[config.mk]
export PLATFORM = sky130hd
export DESIGN_NAME = countdown_timer_pool_unit
export DESIGN_NICKNAME = d
export VERILOG_FILES = /design/src/design/ctp_pkg.sv /design/src/design/ctp_ctrl.sv /design/src/design/ctp_datapath.sv /design/src/design/countdown_timer_pool_unit.sv
export VERILOG_INCLUDE_DIRS = /design/src /design/src/design
export SDC_FILE = /design/constraint.sdc
export NUM_CORES = 1
export LEC_CHECK = 0
export BUFFER_PORTS_ARGS = -buffer_cell sky130_fd_sc_hd__buf_2
export CORE_MARGIN = 2
export CORE_UTILIZATION = 50
export CTS_BUF_LIST = sky130_fd_sc_hd__clkbuf_4 sky130_fd_sc_hd__clkbuf_8
export CTS_CLUSTER_SIZE = 40
export DETAILED_ROUTE_END_ITERATION = 8
export PLACE_DENSITY = 0.78
export SLEW_MARGIN = 20
export SYNTH_ARGS = -nofsm -noshare
export SYNTH_HDL_FRONTEND = slang
export SYNTH_SLANG_ARGS = --single-unit
export TNS_END_PERCENT = 20
[constraint.sdc]
create_clock -name clk -period 6.9 [get_ports clk]
set_clock_uncertainty 0.15 [all_clocks]
set_input_delay 1.035 -clock clk [delete_from_list [all_inputs] [get_ports clk]]
set_output_delay 1.035 -clock clk [all_outputs]
set_load 0.02 [all_outputs]
[src/design/countdown_timer_pool_unit_defines.svh]
// Assertion macros used by the countdown timer pool datapath.
`ifndef COUNTDOWN_TIMER_POOL_UNIT_DEFINES_SVH
`define COUNTDOWN_TIMER_POOL_UNIT_DEFINES_SVH

`ifndef SYNTHESIS
`define CTP_ASSERT(lbl, c, r, prop, msg) \
  lbl: assert property (@(posedge c) disable iff (!r) (prop)) else $error(msg);
`define CTP_ASSERT_NEXT(lbl, c, r, ante, cons, msg) \
  lbl: assert property (@(posedge c) disable iff (!r) (ante) |=> (cons)) else $error(msg);
`else
`define CTP_ASSERT(lbl, c, r, prop, msg)
`define CTP_ASSERT_NEXT(lbl, c, r, ante, cons, msg)
`endif

`endif

[src/design/ctp_pkg.sv]
// Types, codes and constants of the countdown timer pool.
package ctp_pkg;

  localparam int NUM_TIMERS_DEF = 16;
  localparam int MAX_RES        = 16;
  localparam int RES_CW         = $clog2(MAX_RES + 1);

  localparam logic [1:0] ACT_START   = 2'd0;
  localparam logic [1:0] ACT_CANCEL  = 2'd1;
  localparam logic [1:0] ACT_RELEASE = 2'd2;
  localparam logic [1:0] ACT_TICK    = 2'd3;

  localparam logic [2:0] EV_STARTED   = 3'd0;
  localparam logic [2:0] EV_EXPIRED   = 3'd1;
  localparam logic [2:0] EV_CANCELLED = 3'd2;
  localparam logic [2:0] EV_FULL      = 3'd3;
  localparam logic [2:0] EV_ACK       = 3'd4;
  localparam logic [2:0] EV_IDLE      = 3'd5;

  typedef struct packed {
    logic [1:0]  action;
    logic [30:0] duration;
    logic [3:0]  timer_id;
    logic [30:0] elapsed;
    logic [15:0] client_ready;
  } ctp_in_t;

  typedef struct packed {
    logic [2:0] event_res;
    logic [3:0] slot;
    logic       last;
  } ctp_out_t;

  typedef struct packed {
    logic load;
    logic single;
    logic alloc;
    logic tick_init;
    logic upd;
    logic fin;
  } ctp_cmd_t;

  typedef struct packed {
    logic [1:0] action;
    logic       start_full;
    logic       walk_empty;
    logic       walk_last;
  } ctp_status_t;

endpackage

[src/design/ctp_ctrl.sv]
// Sequencing state machine of the countdown timer pool.
module ctp_ctrl (
  input  logic                clk,
  input  logic                rst_n,
  input  logic                start,
  output logic                busy,
  input  ctp_pkg::ctp_status_t sts,
  output ctp_pkg::ctp_cmd_t   cmd
);
  import ctp_pkg::*;

  localparam logic [2:0] ST_IDLE   = 3'd0;
  localparam logic [2:0] ST_DECODE = 3'd1;
  localparam logic [2:0] ST_ALLOC  = 3'd2;
  localparam logic [2:0] ST_TORD   = 3'd3;
  localparam logic [2:0] ST_TREM   = 3'd4;
  localparam logic [2:0] ST_TUPD   = 3'd5;
  localparam logic [2:0] ST_TFIN   = 3'd6;

  logic [2:0] state_r;
  logic [2:0] state_nxt;

  always_ff @(posedge clk) begin
    if (!rst_n) begin
      state_r <= ST_IDLE;
    end else begin
      state_r <= state_nxt;
    end
  end

  always_comb begin
    state_nxt = state_r;
    cmd       = '0;
    unique case (state_r)
      ST_IDLE: begin
        if (start) begin
          cmd.load  = 1'b1;
          state_nxt = ST_DECODE;
        end
      end
      ST_DECODE: begin
        unique case (sts.action)
          ACT_START: begin
            if (sts.start_full) begin
              cmd.single = 1'b1;
              state_nxt  = ST_IDLE;
            end else begin
              // The free stack read is under way; the slot is taken next cycle.
              state_nxt = ST_ALLOC;
            end
          end
          ACT_CANCEL, ACT_RELEASE: begin
            cmd.single = 1'b1;
            state_nxt  = ST_IDLE;
          end
          ACT_TICK: begin
            cmd.tick_init = 1'b1;
            state_nxt     = sts.walk_empty ? ST_TFIN : ST_TORD;
          end
        endcase
      end
      ST_ALLOC: begin
        cmd.alloc = 1'b1;
        state_nxt = ST_IDLE;
      end
      ST_TORD: state_nxt = ST_TREM;
      ST_TREM: state_nxt = ST_TUPD;
      ST_TUPD: begin
        cmd.upd   = 1'b1;
        state_nxt = sts.walk_last ? ST_TFIN : ST_TORD;
      end
      ST_TFIN: begin
        cmd.fin   = 1'b1;
        state_nxt = ST_IDLE;
      end
      default: state_nxt = ST_IDLE;
    endcase
  end

  assign busy = (state_r != ST_IDLE);

endmodule

[src/design/ctp_datapath.sv]
// Timer storage, list bookkeeping and result staging of the countdown timer pool.
`include "countdown_timer_pool_unit_defines.svh"

module ctp_datapath #(
  parameter int NUM_TIMERS = ctp_pkg::NUM_TIMERS_DEF
) (
  input  logic                 clk,
  input  logic                 rst_n,
  input  ctp_pkg::ctp_in_t     in_item,
  input  ctp_pkg::ctp_cmd_t    cmd,
  output ctp_pkg::ctp_status_t sts,
  output logic                 out_valid,
  output ctp_pkg::ctp_out_t    out_item
);
  import ctp_pkg::*;

  localparam int SW    = $clog2(NUM_TIMERS);
  localparam int CW    = $clog2(NUM_TIMERS + 1);
  localparam int XW    = SW + 4;
  localparam int DEPTH = 1 << SW;

  ctp_in_t             item_r;
  logic [CW-1:0]       active_count_r;
  logic [CW-1:0]       free_count_r;
  logic [CW-1:0]       fresh_next_r;
  logic [NUM_TIMERS-1:0] cancel_r;
  logic [CW-1:0]       i_r;
  logic [CW-1:0]       w_r;
  logic [RES_CW-1:0]   n_r;
  ctp_out_t            pend_r;
  logic                pend_valid_r;
  ctp_out_t            out_r;
  logic                out_valid_r;

  logic [31:0]   rem_mem   [DEPTH];
  logic [SW-1:0] order_mem [DEPTH];
  logic [SW-1:0] fs_mem    [DEPTH];
  logic [31:0]   rem_rd_r;
  logic [SW-1:0] order_rd_r;
  logic [SW-1:0] fs_rd_r;

  logic          rem_we;
  logic [SW-1:0] rem_waddr;
  logic [31:0]   rem_wdata;
  logic          order_we;
  logic [SW-1:0] order_waddr;
  logic [SW-1:0] order_wdata;
  logic          fs_we;
  logic [SW-1:0] fs_waddr;
  logic [SW-1:0] fs_wdata;

  logic [CW-1:0] fc_m1;
  logic          use_free;
  logic          fs_room;
  logic [SW-1:0] s_alloc;
  logic [XW-1:0] s_alloc_x;
  logic [XW-1:0] tid_x;
  logic          tid_ok;
  logic [SW-1:0] s_cur;
  logic [XW-1:0] s_x;
  logic [32:0]   diff;
  logic [31:0]   v;
  logic          nonpos;
  logic          rdy;
  logic          can_emit;
  logic          is_cancel;
  logic          emit_now;
  logic          drop_cancel;
  logic          do_release;
  logic          out_set;
  ctp_out_t      out_nxt;
  ctp_out_t      pend_nxt;

  assign fc_m1     = free_count_r - CW'(1);
  assign use_free  = (free_count_r != '0);
  assign fs_room   = (free_count_r < CW'(NUM_TIMERS));
  assign s_alloc   = use_free ? fs_rd_r : fresh_next_r[SW-1:0];
  assign s_alloc_x = XW'(s_alloc);
  assign tid_x     = XW'(item_r.timer_id);
  assign tid_ok    = (tid_x < XW'(fresh_next_r));
  assign do_release = cmd.single && (item_r.action == ACT_RELEASE) && tid_ok && fs_room;

  // Tick arithmetic: signed remaining time minus elapsed, clamped at the negative bound.
  assign s_cur  = order_rd_r;
  assign s_x    = XW'(s_cur);
  assign diff   = {rem_rd_r[31], rem_rd_r} - {2'b00, item_r.elapsed};
  assign v      = (diff[32] && !diff[31]) ? 32'h8000_0000 : diff[31:0];
  assign nonpos = v[31] || (v == '0);
  // Only the sixteen lowest slots have a client-ready bit.
  assign rdy    = (s_x < XW'(16)) && item_r.client_ready[s_x[3:0]];

  assign can_emit    = (n_r < RES_CW'(MAX_RES));
  assign is_cancel   = cancel_r[s_cur];
  assign emit_now    = can_emit && (is_cancel || (nonpos && rdy));
  assign drop_cancel = can_emit && is_cancel;

  assign sts.action     = item_r.action;
  assign sts.start_full = (active_count_r >= CW'(NUM_TIMERS)) ||
                          (!use_free && (fresh_next_r >= CW'(NUM_TIMERS)));
  assign sts.walk_empty = (active_count_r == '0);
  assign sts.walk_last  = ((i_r + CW'(1)) == active_count_r);

  always_comb begin
    rem_we      = 1'b0;
    rem_waddr   = s_alloc;
    rem_wdata   = {1'b0, item_r.duration};
    order_we    = 1'b0;
    order_waddr = active_count_r[SW-1:0];
    order_wdata = s_alloc;
    fs_we       = 1'b0;
    fs_waddr    = free_count_r[SW-1:0];
    fs_wdata    = tid_x[SW-1:0];
    if (cmd.alloc) begin
      rem_we   = 1'b1;
      order_we = 1'b1;
    end else if (cmd.upd) begin
      rem_we      = 1'b1;
      rem_waddr   = s_cur;
      rem_wdata   = v;
      order_we    = !emit_now;
      order_waddr = w_r[SW-1:0];
      order_wdata = s_cur;
      fs_we       = drop_cancel && fs_room;
      fs_wdata    = s_cur;
    end else if (do_release) begin
      fs_we = 1'b1;
    end
  end

  always_ff @(posedge clk) begin
    if (rem_we) begin
      rem_mem[rem_waddr] <= rem_wdata;
    end
    rem_rd_r <= rem_mem[order_rd_r];
  end

  always_ff @(posedge clk) begin
    if (order_we) begin
      order_mem[order_waddr] <= order_wdata;
    end
    order_rd_r <= order_mem[i_r[SW-1:0]];
  end

  always_ff @(posedge clk) begin
    if (fs_we) begin
      fs_mem[fs_waddr] <= fs_wdata;
    end
    fs_rd_r <= fs_mem[fc_m1[SW-1:0]];
  end

  // A tick holds back its newest result so that the final transfer can carry last.
  always_comb begin
    out_set  = 1'b0;
    out_nxt  = '0;
    pend_nxt = '0;
    pend_nxt.event_res = is_cancel ? EV_CANCELLED : EV_EXPIRED;
    pend_nxt.slot      = s_x[3:0];
    if (cmd.single) begin
      out_nxt.last = 1'b1;
      unique case (item_r.action)
        ACT_START: begin
          out_set           = 1'b1;
          out_nxt.event_res = EV_FULL;
        end
        ACT_CANCEL, ACT_RELEASE: begin
          out_set           = 1'b1;
          out_nxt.event_res = EV_ACK;
          out_nxt.slot      = item_r.timer_id;
        end
        ACT_TICK: out_set = 1'b0;
      endcase
    end else if (cmd.alloc) begin
      out_set           = 1'b1;
      out_nxt.event_res = EV_STARTED;
      out_nxt.slot      = s_alloc_x[3:0];
      out_nxt.last      = 1'b1;
    end else if (cmd.upd) begin
      out_set = emit_now && pend_valid_r;
      out_nxt = pend_r;
    end else if (cmd.fin) begin
      out_set = 1'b1;
      if (pend_valid_r) begin
        out_nxt = pend_r;
      end else begin
        out_nxt.event_res = EV_IDLE;
      end
      out_nxt.last = 1'b1;
    end
  end

  always_ff @(posedge clk) begin
    if (cmd.load) begin
      item_r <= in_item;
    end
    if (cmd.upd && emit_now) begin
      pend_r <= pend_nxt;
    end
    if (out_set) begin
      out_r <= out_nxt;
    end
  end

  always_ff @(posedge clk) begin
    if (!rst_n) begin
      active_count_r <= '0;
      free_count_r   <= '0;
      fresh_next_r   <= '0;
      cancel_r       <= '0;
      i_r            <= '0;
      w_r            <= '0;
      n_r            <= '0;
      pend_valid_r   <= 1'b0;
      out_valid_r    <= 1'b0;
    end else begin
      out_valid_r <= out_set;
      if (cmd.single) begin
        if ((item_r.action == ACT_CANCEL) && tid_ok) begin
          cancel_r[tid_x[SW-1:0]] <= 1'b1;
        end
        if (do_release) begin
          free_count_r <= free_count_r + CW'(1);
        end
      end
      if (cmd.alloc) begin
        cancel_r[s_alloc] <= 1'b0;
        active_count_r    <= active_count_r + CW'(1);
        if (use_free) begin
          free_count_r <= fc_m1;
        end else begin
          fresh_next_r <= fresh_next_r + CW'(1);
        end
      end
      if (cmd.tick_init) begin
        i_r          <= '0;
        w_r          <= '0;
        n_r          <= '0;
        pend_valid_r <= 1'b0;
      end
      if (cmd.upd) begin
        i_r <= i_r + CW'(1);
        if (!emit_now) begin
          w_r <= w_r + CW'(1);
        end else begin
          n_r          <= n_r + RES_CW'(1);
          pend_valid_r <= 1'b1;
        end
        if (drop_cancel && fs_room) begin
          free_count_r <= free_count_r + CW'(1);
        end
      end
      if (cmd.fin) begin
        active_count_r <= w_r;
      end
    end
  end

  assign out_valid = out_valid_r;
  assign out_item  = out_r;

  `CTP_ASSERT(a_active_bound, clk, rst_n, active_count_r <= CW'(NUM_TIMERS), "active count exceeds pool")
  `CTP_ASSERT(a_walk_order, clk, rst_n, w_r <= i_r, "list write index passed read index")
  `CTP_ASSERT(a_res_bound, clk, rst_n, n_r <= RES_CW'(MAX_RES), "too many tick results")
  `CTP_ASSERT_NEXT(a_fin_strobe, clk, rst_n, cmd.fin, out_valid_r, "tick ended without a final result")

endmodule

[src/design/countdown_timer_pool_unit.sv]
// Cancel, release and a refused start give their one result from the decode state; a granted
// start gives its result from the allocate state. A tick walks its active list entry by entry
// (order read, time read, update for each entry) and ends with a final result.
// busy stays high until the final result is registered; results cannot be stalled.
// Reset (rst_n low, synchronous) empties the pool and clears cancel marks; timer, list and
// free stack memories are not cleared, and no clearing pass follows reset.
module countdown_timer_pool_unit #(
  parameter int NUM_TIMERS = ctp_pkg::NUM_TIMERS_DEF
) (
  input  logic              clk,
  input  logic              rst_n,
  input  logic              start,
  output logic              busy,
  input  ctp_pkg::ctp_in_t  in_item,
  output logic              out_valid,
  output ctp_pkg::ctp_out_t out_item
);
  import ctp_pkg::*;

  ctp_cmd_t    cmd;
  ctp_status_t sts;

  ctp_ctrl u_ctrl (
    .clk   (clk),
    .rst_n (rst_n),
    .start (start),
    .busy  (busy),
    .sts   (sts),
    .cmd   (cmd)
  );

  ctp_datapath #(
    .NUM_TIMERS (NUM_TIMERS)
  ) u_datapath (
    .clk       (clk),
    .rst_n     (rst_n),
    .in_item   (in_item),
    .cmd       (cmd),
    .sts       (sts),
    .out_valid (out_valid),
    .out_item  (out_item)
  );

endmodule

==> results.txt <==
Status: finished, final reports clean
Syn Nets: 2,153
First-pass GRT wire length: 122,000 microns
CTS sink count: 829
DRT Pass-1 Iters: 6
Post-synth top area share: 64.4%
HPWL Detailed: 50,900 microns
Fin crit period: 5.52 ns
Flop2flop setup slack: 1.38 ns
Avg Synthesized Cell Area: 17.1 sq um
Dpl cell area: 36,300 sq um
Crit path DAT: 5.85 ns
Worst flop-to-flop path endpoint: u_datapath.order_mem[2][2]
Deepest clock path buffer count: 3
Internal power: 8.25 mW
Max-cap viol count: 0
Gate Count Post-Synth: 2,015
Cts hold-fix bufs: 0
Post_cts resized: 0
Die Y-Extent: 266 microns
Dpl ws: 1.52 ns
Startpoint of the worst-slack reg-to-reg timing path: u_datapath.rem_rd_r[0]
Synth Area in Compound Gates: 5.88%
Largest family of logic cells by synthesized area: multiplexers
Final setup fails: 0
Post-CTS setup buffer count: 0
Worst-path fanout max: 12
Max-slew headroom: 20.8%
Netlist Area Pre-Place: 34,400 sq um
Simple-gate portion of the synthesized area: 5.92%
LEAKAGE: 13.2 nW
CP endpoint: u_datapath.order_mem[2][2]
Clock buffer count from CTS: 132
Crit end category: register
Synth warn: 0
Setup_tns: 0 ns
Initial Util: 50.4%
Crit Path Class: register to register
Worst Hold Class: input port to register
CP max stage cell: a221oi_1
Post-synth EDFFs: 738
Port-buffer cells: 96
H-tree depth: 4
# nets final: 2,348
Switching part of the total: 23.9%
R2R cell count: 14
XOR/XNOR Fraction of Synth Area: 0.738%
Worst Slack Setup Final: 1.38 ns
Inserted Diodes: 0
Gr usage total: 23.3%
Part of the power in combinational logic: 9.4%
Ys flop type: edfxtp_1
GP Congestion: 0.927
Row count: 96
DRC Markers: 0
Mux contribution to synthesized area: 14.2%
Initial DRC Count: 2,415
Slew Limit Fails: 0
CP most frequent cell: inv_1
Finished Cell Area: 39,000 sq um
Pin count of the biggest net entering global routing: 69
RSZ-0062 raised after global routing: no
Critical Path Start Type: register
Net Sw Power: 2.59 mW
Fraction of layout cells with a size suffix above 1: 27.6%
Seq pwr share: 52.3%
F_max: 181 MHz
Total gr overflow: 0
#FFs+latches synth: 829
Commonest non-fill, non-tap cell in the layout: edfxtp_1
Width of the die: 266 microns
Area leader, netlist: edfxtp_1
Core Region: 68,300 sq um
CP peak stage delay: 0.73 ns
CTS tree: done
Routed vias/inst: 6.19
IO Pins: 97
Post-synthesis adder-cell area fraction: 1.88%
Worst-case vdd ir drop: 0.000192 V
Worst Tran Pin Value: 1.16 ns
Worst setup path startpoint: u_datapath.rem_rd_r[0]
Via count: 19,770
Asr flop ratio synth: 0%
Vias in the first global route: 19,764
Most frequent cells in the layout: edfxtp_1 (738), mux4_2 (209), clkbuf_8 (143)
Initial antenna violation count: 0
Area Growth Syn to Fin: 13.3%
Power per Cell Area: 278 nW/um^2
Post-Route WL: 81,600 microns
Worst-path clk slew: 0.06 ns
Die ar.: 71,000 sq um
Hold Vio Cnt, Final: 0
Clk Latency, worst-skew pair: 0.80 ns
Clock power share: 38.3%
Post-route ant nets: 0
Area contributors post-synth: edfxtp_1 (64%), mux4_2 (14%), dfxtp_1 (5.3%)
Sequential share of the synthesized area: 69.7%
Clk root buf: clkbuf_8
Wire length per cell: 25.5 microns
Worst path required time: 7.23 ns
Fill cells: 5,074
Final period util: 79.9%
Post-synth cell types: 75
Crit-path cells: inv_1 > ha_1 > inv_1 > fa_1 > a21o_1 > a221oi_1 > o311a_1 > nor3b_1 > or3_1 > or4_1 > or4b_1 > and4bb_1 > o32a_1 > nor2_1
## through the flow
step / hold WS, ns / cells / utilization (%) / power (mW)
5_1_grt: 0.235 / 3195 / 57.1 / 11.2
2_1_floorplan: 0.256 / 2015 / - / 6.40
3_3_place_gp: 0.310 / 2957 / 53.1 / 6.74
6_report: 0.269 / 3195 / 57.1 / 10.8
4_1_cts: 0.201 / 3194 / 57.0 / 10.9
3_5_place_dp: 0.322 / 2957 / 53.1 / 6.77
## area by class of cell
type	instances	area (sq um)	area share (%)
Timing Repair Buffer	160	973	2.50
Clock buffer	197	2370	6.09
Inverter	60	225	0.577
Clock inverter	40	258	0.661
Multi-Input combinational cell	1027	10100	25.8
Tap cell	882	1100	2.83
Sequential cell	829	24000	61.5
## sequential cells by signal, indices dropped and copies added, names as in the netlist
name                       cells
u_ctrl.state_r                 3
u_datapath.active_count_r      5
u_datapath.cancel_r           16
u_datapath.free_count_r        5
u_datapath.fresh_next_r        5
u_datapath.fs_mem             64
u_datapath.fs_rd_r             4
u_datapath.i_r                 5
u_datapath.item_r             82
u_datapath.n_r                 5
u_datapath.order_mem          64
u_datapath.order_rd_r          4
u_datapath.out_item            8
u_datapath.out_valid           1
u_datapath.pend_r              6
u_datapath.pend_valid_r        1
u_datapath.rem_mem           512
u_datapath.rem_rd_r           32
u_datapath.sts                 2
u_datapath.w_r                 5
## cell usage after synthesis, types with 6 or more instances
cell type	n
ha_1	50
or3_1	8
o21a_1	20
nor4_1	6
a211oi_1	6
o31ai_1	32
o221a_2	9
a21o_1	17
clkbuf_1	78
nand3b_1	6
nor2b_1	8
a21oi_1	65
inv_1	60
nand2_1	141
a221oi_1	7
nand3_1	23
nand2b_1	19
and3_1	12
and2_1	11
xnor2_1	18
o21ai_0	49
a221o_1	7
edfxtp_1	738
o211ai_1	16
xor2_1	11
nor2_1	119
nor3_1	38
dfxtp_1	91
buf_1	18
mux4_2	209
mux2i_1	12
a21boi_0	9
nand4_1	14
## cells by family after synthesis
logic type / after synthesis
fa+ha+maj: 51
simple gates: 432
flops: 829
compound gates: 290
xor+xnor: 29
mux: 225
buf+inv: 159
## power by group through the flow
stage                     Sequential, mW  Combinational (mW)  Clock [mW]
after CTS                           5.67                1.00        4.24
after global routing                5.67                1.10        4.45
after floorplan                     5.75               0.648           0
final                               5.67                1.02        4.15
after global placement              5.77               0.971           0
after detailed placement            5.77               0.998           0
## critical path, delay by kind of cell, from the launching register on
kind | cells | cell delay (ns)
buffers and inverters | 2 | 0.11
flip-flops | 1 | 0.30
AO/OA/AOI/OAI | 4 | 1.70
adder cells (fa/ha/maj) | 2 | 0.57
AND/OR/NAND/NOR | 6 | 2.38
## worst min path at each step
stage,startpoint,end,slack [ns],cells past startpoint
floorplan,u_datapath.order_rd_r[2],u_datapath.pend_r[3],0.26,0
global placement,u_datapath.cancel_r[0],u_datapath.cancel_r[0],0.31,2
detailed placement,u_datapath.cancel_r[10],u_datapath.cancel_r[10],0.32,2
CTS,in_item[44],u_datapath.item_r[44],0.20,1
global route,in_item[80],u_datapath.item_r[80],0.24,1
finish,in_item[44],u_datapath.item_r[44],0.27,1
## per-layer routing
metal / track usage, % / wire [microns] / vias to the layer above
met4: 7.93 / 1750 / 0
met1: 32.7 / 33500 / 10202
li1: - / - / 8509
met5: 0 / 0 / -
met2: 37.1 / 39900 / 923
met3: 4.40 / 6410 / 136
No activity file was read; power rests on OpenSTA's default activity.
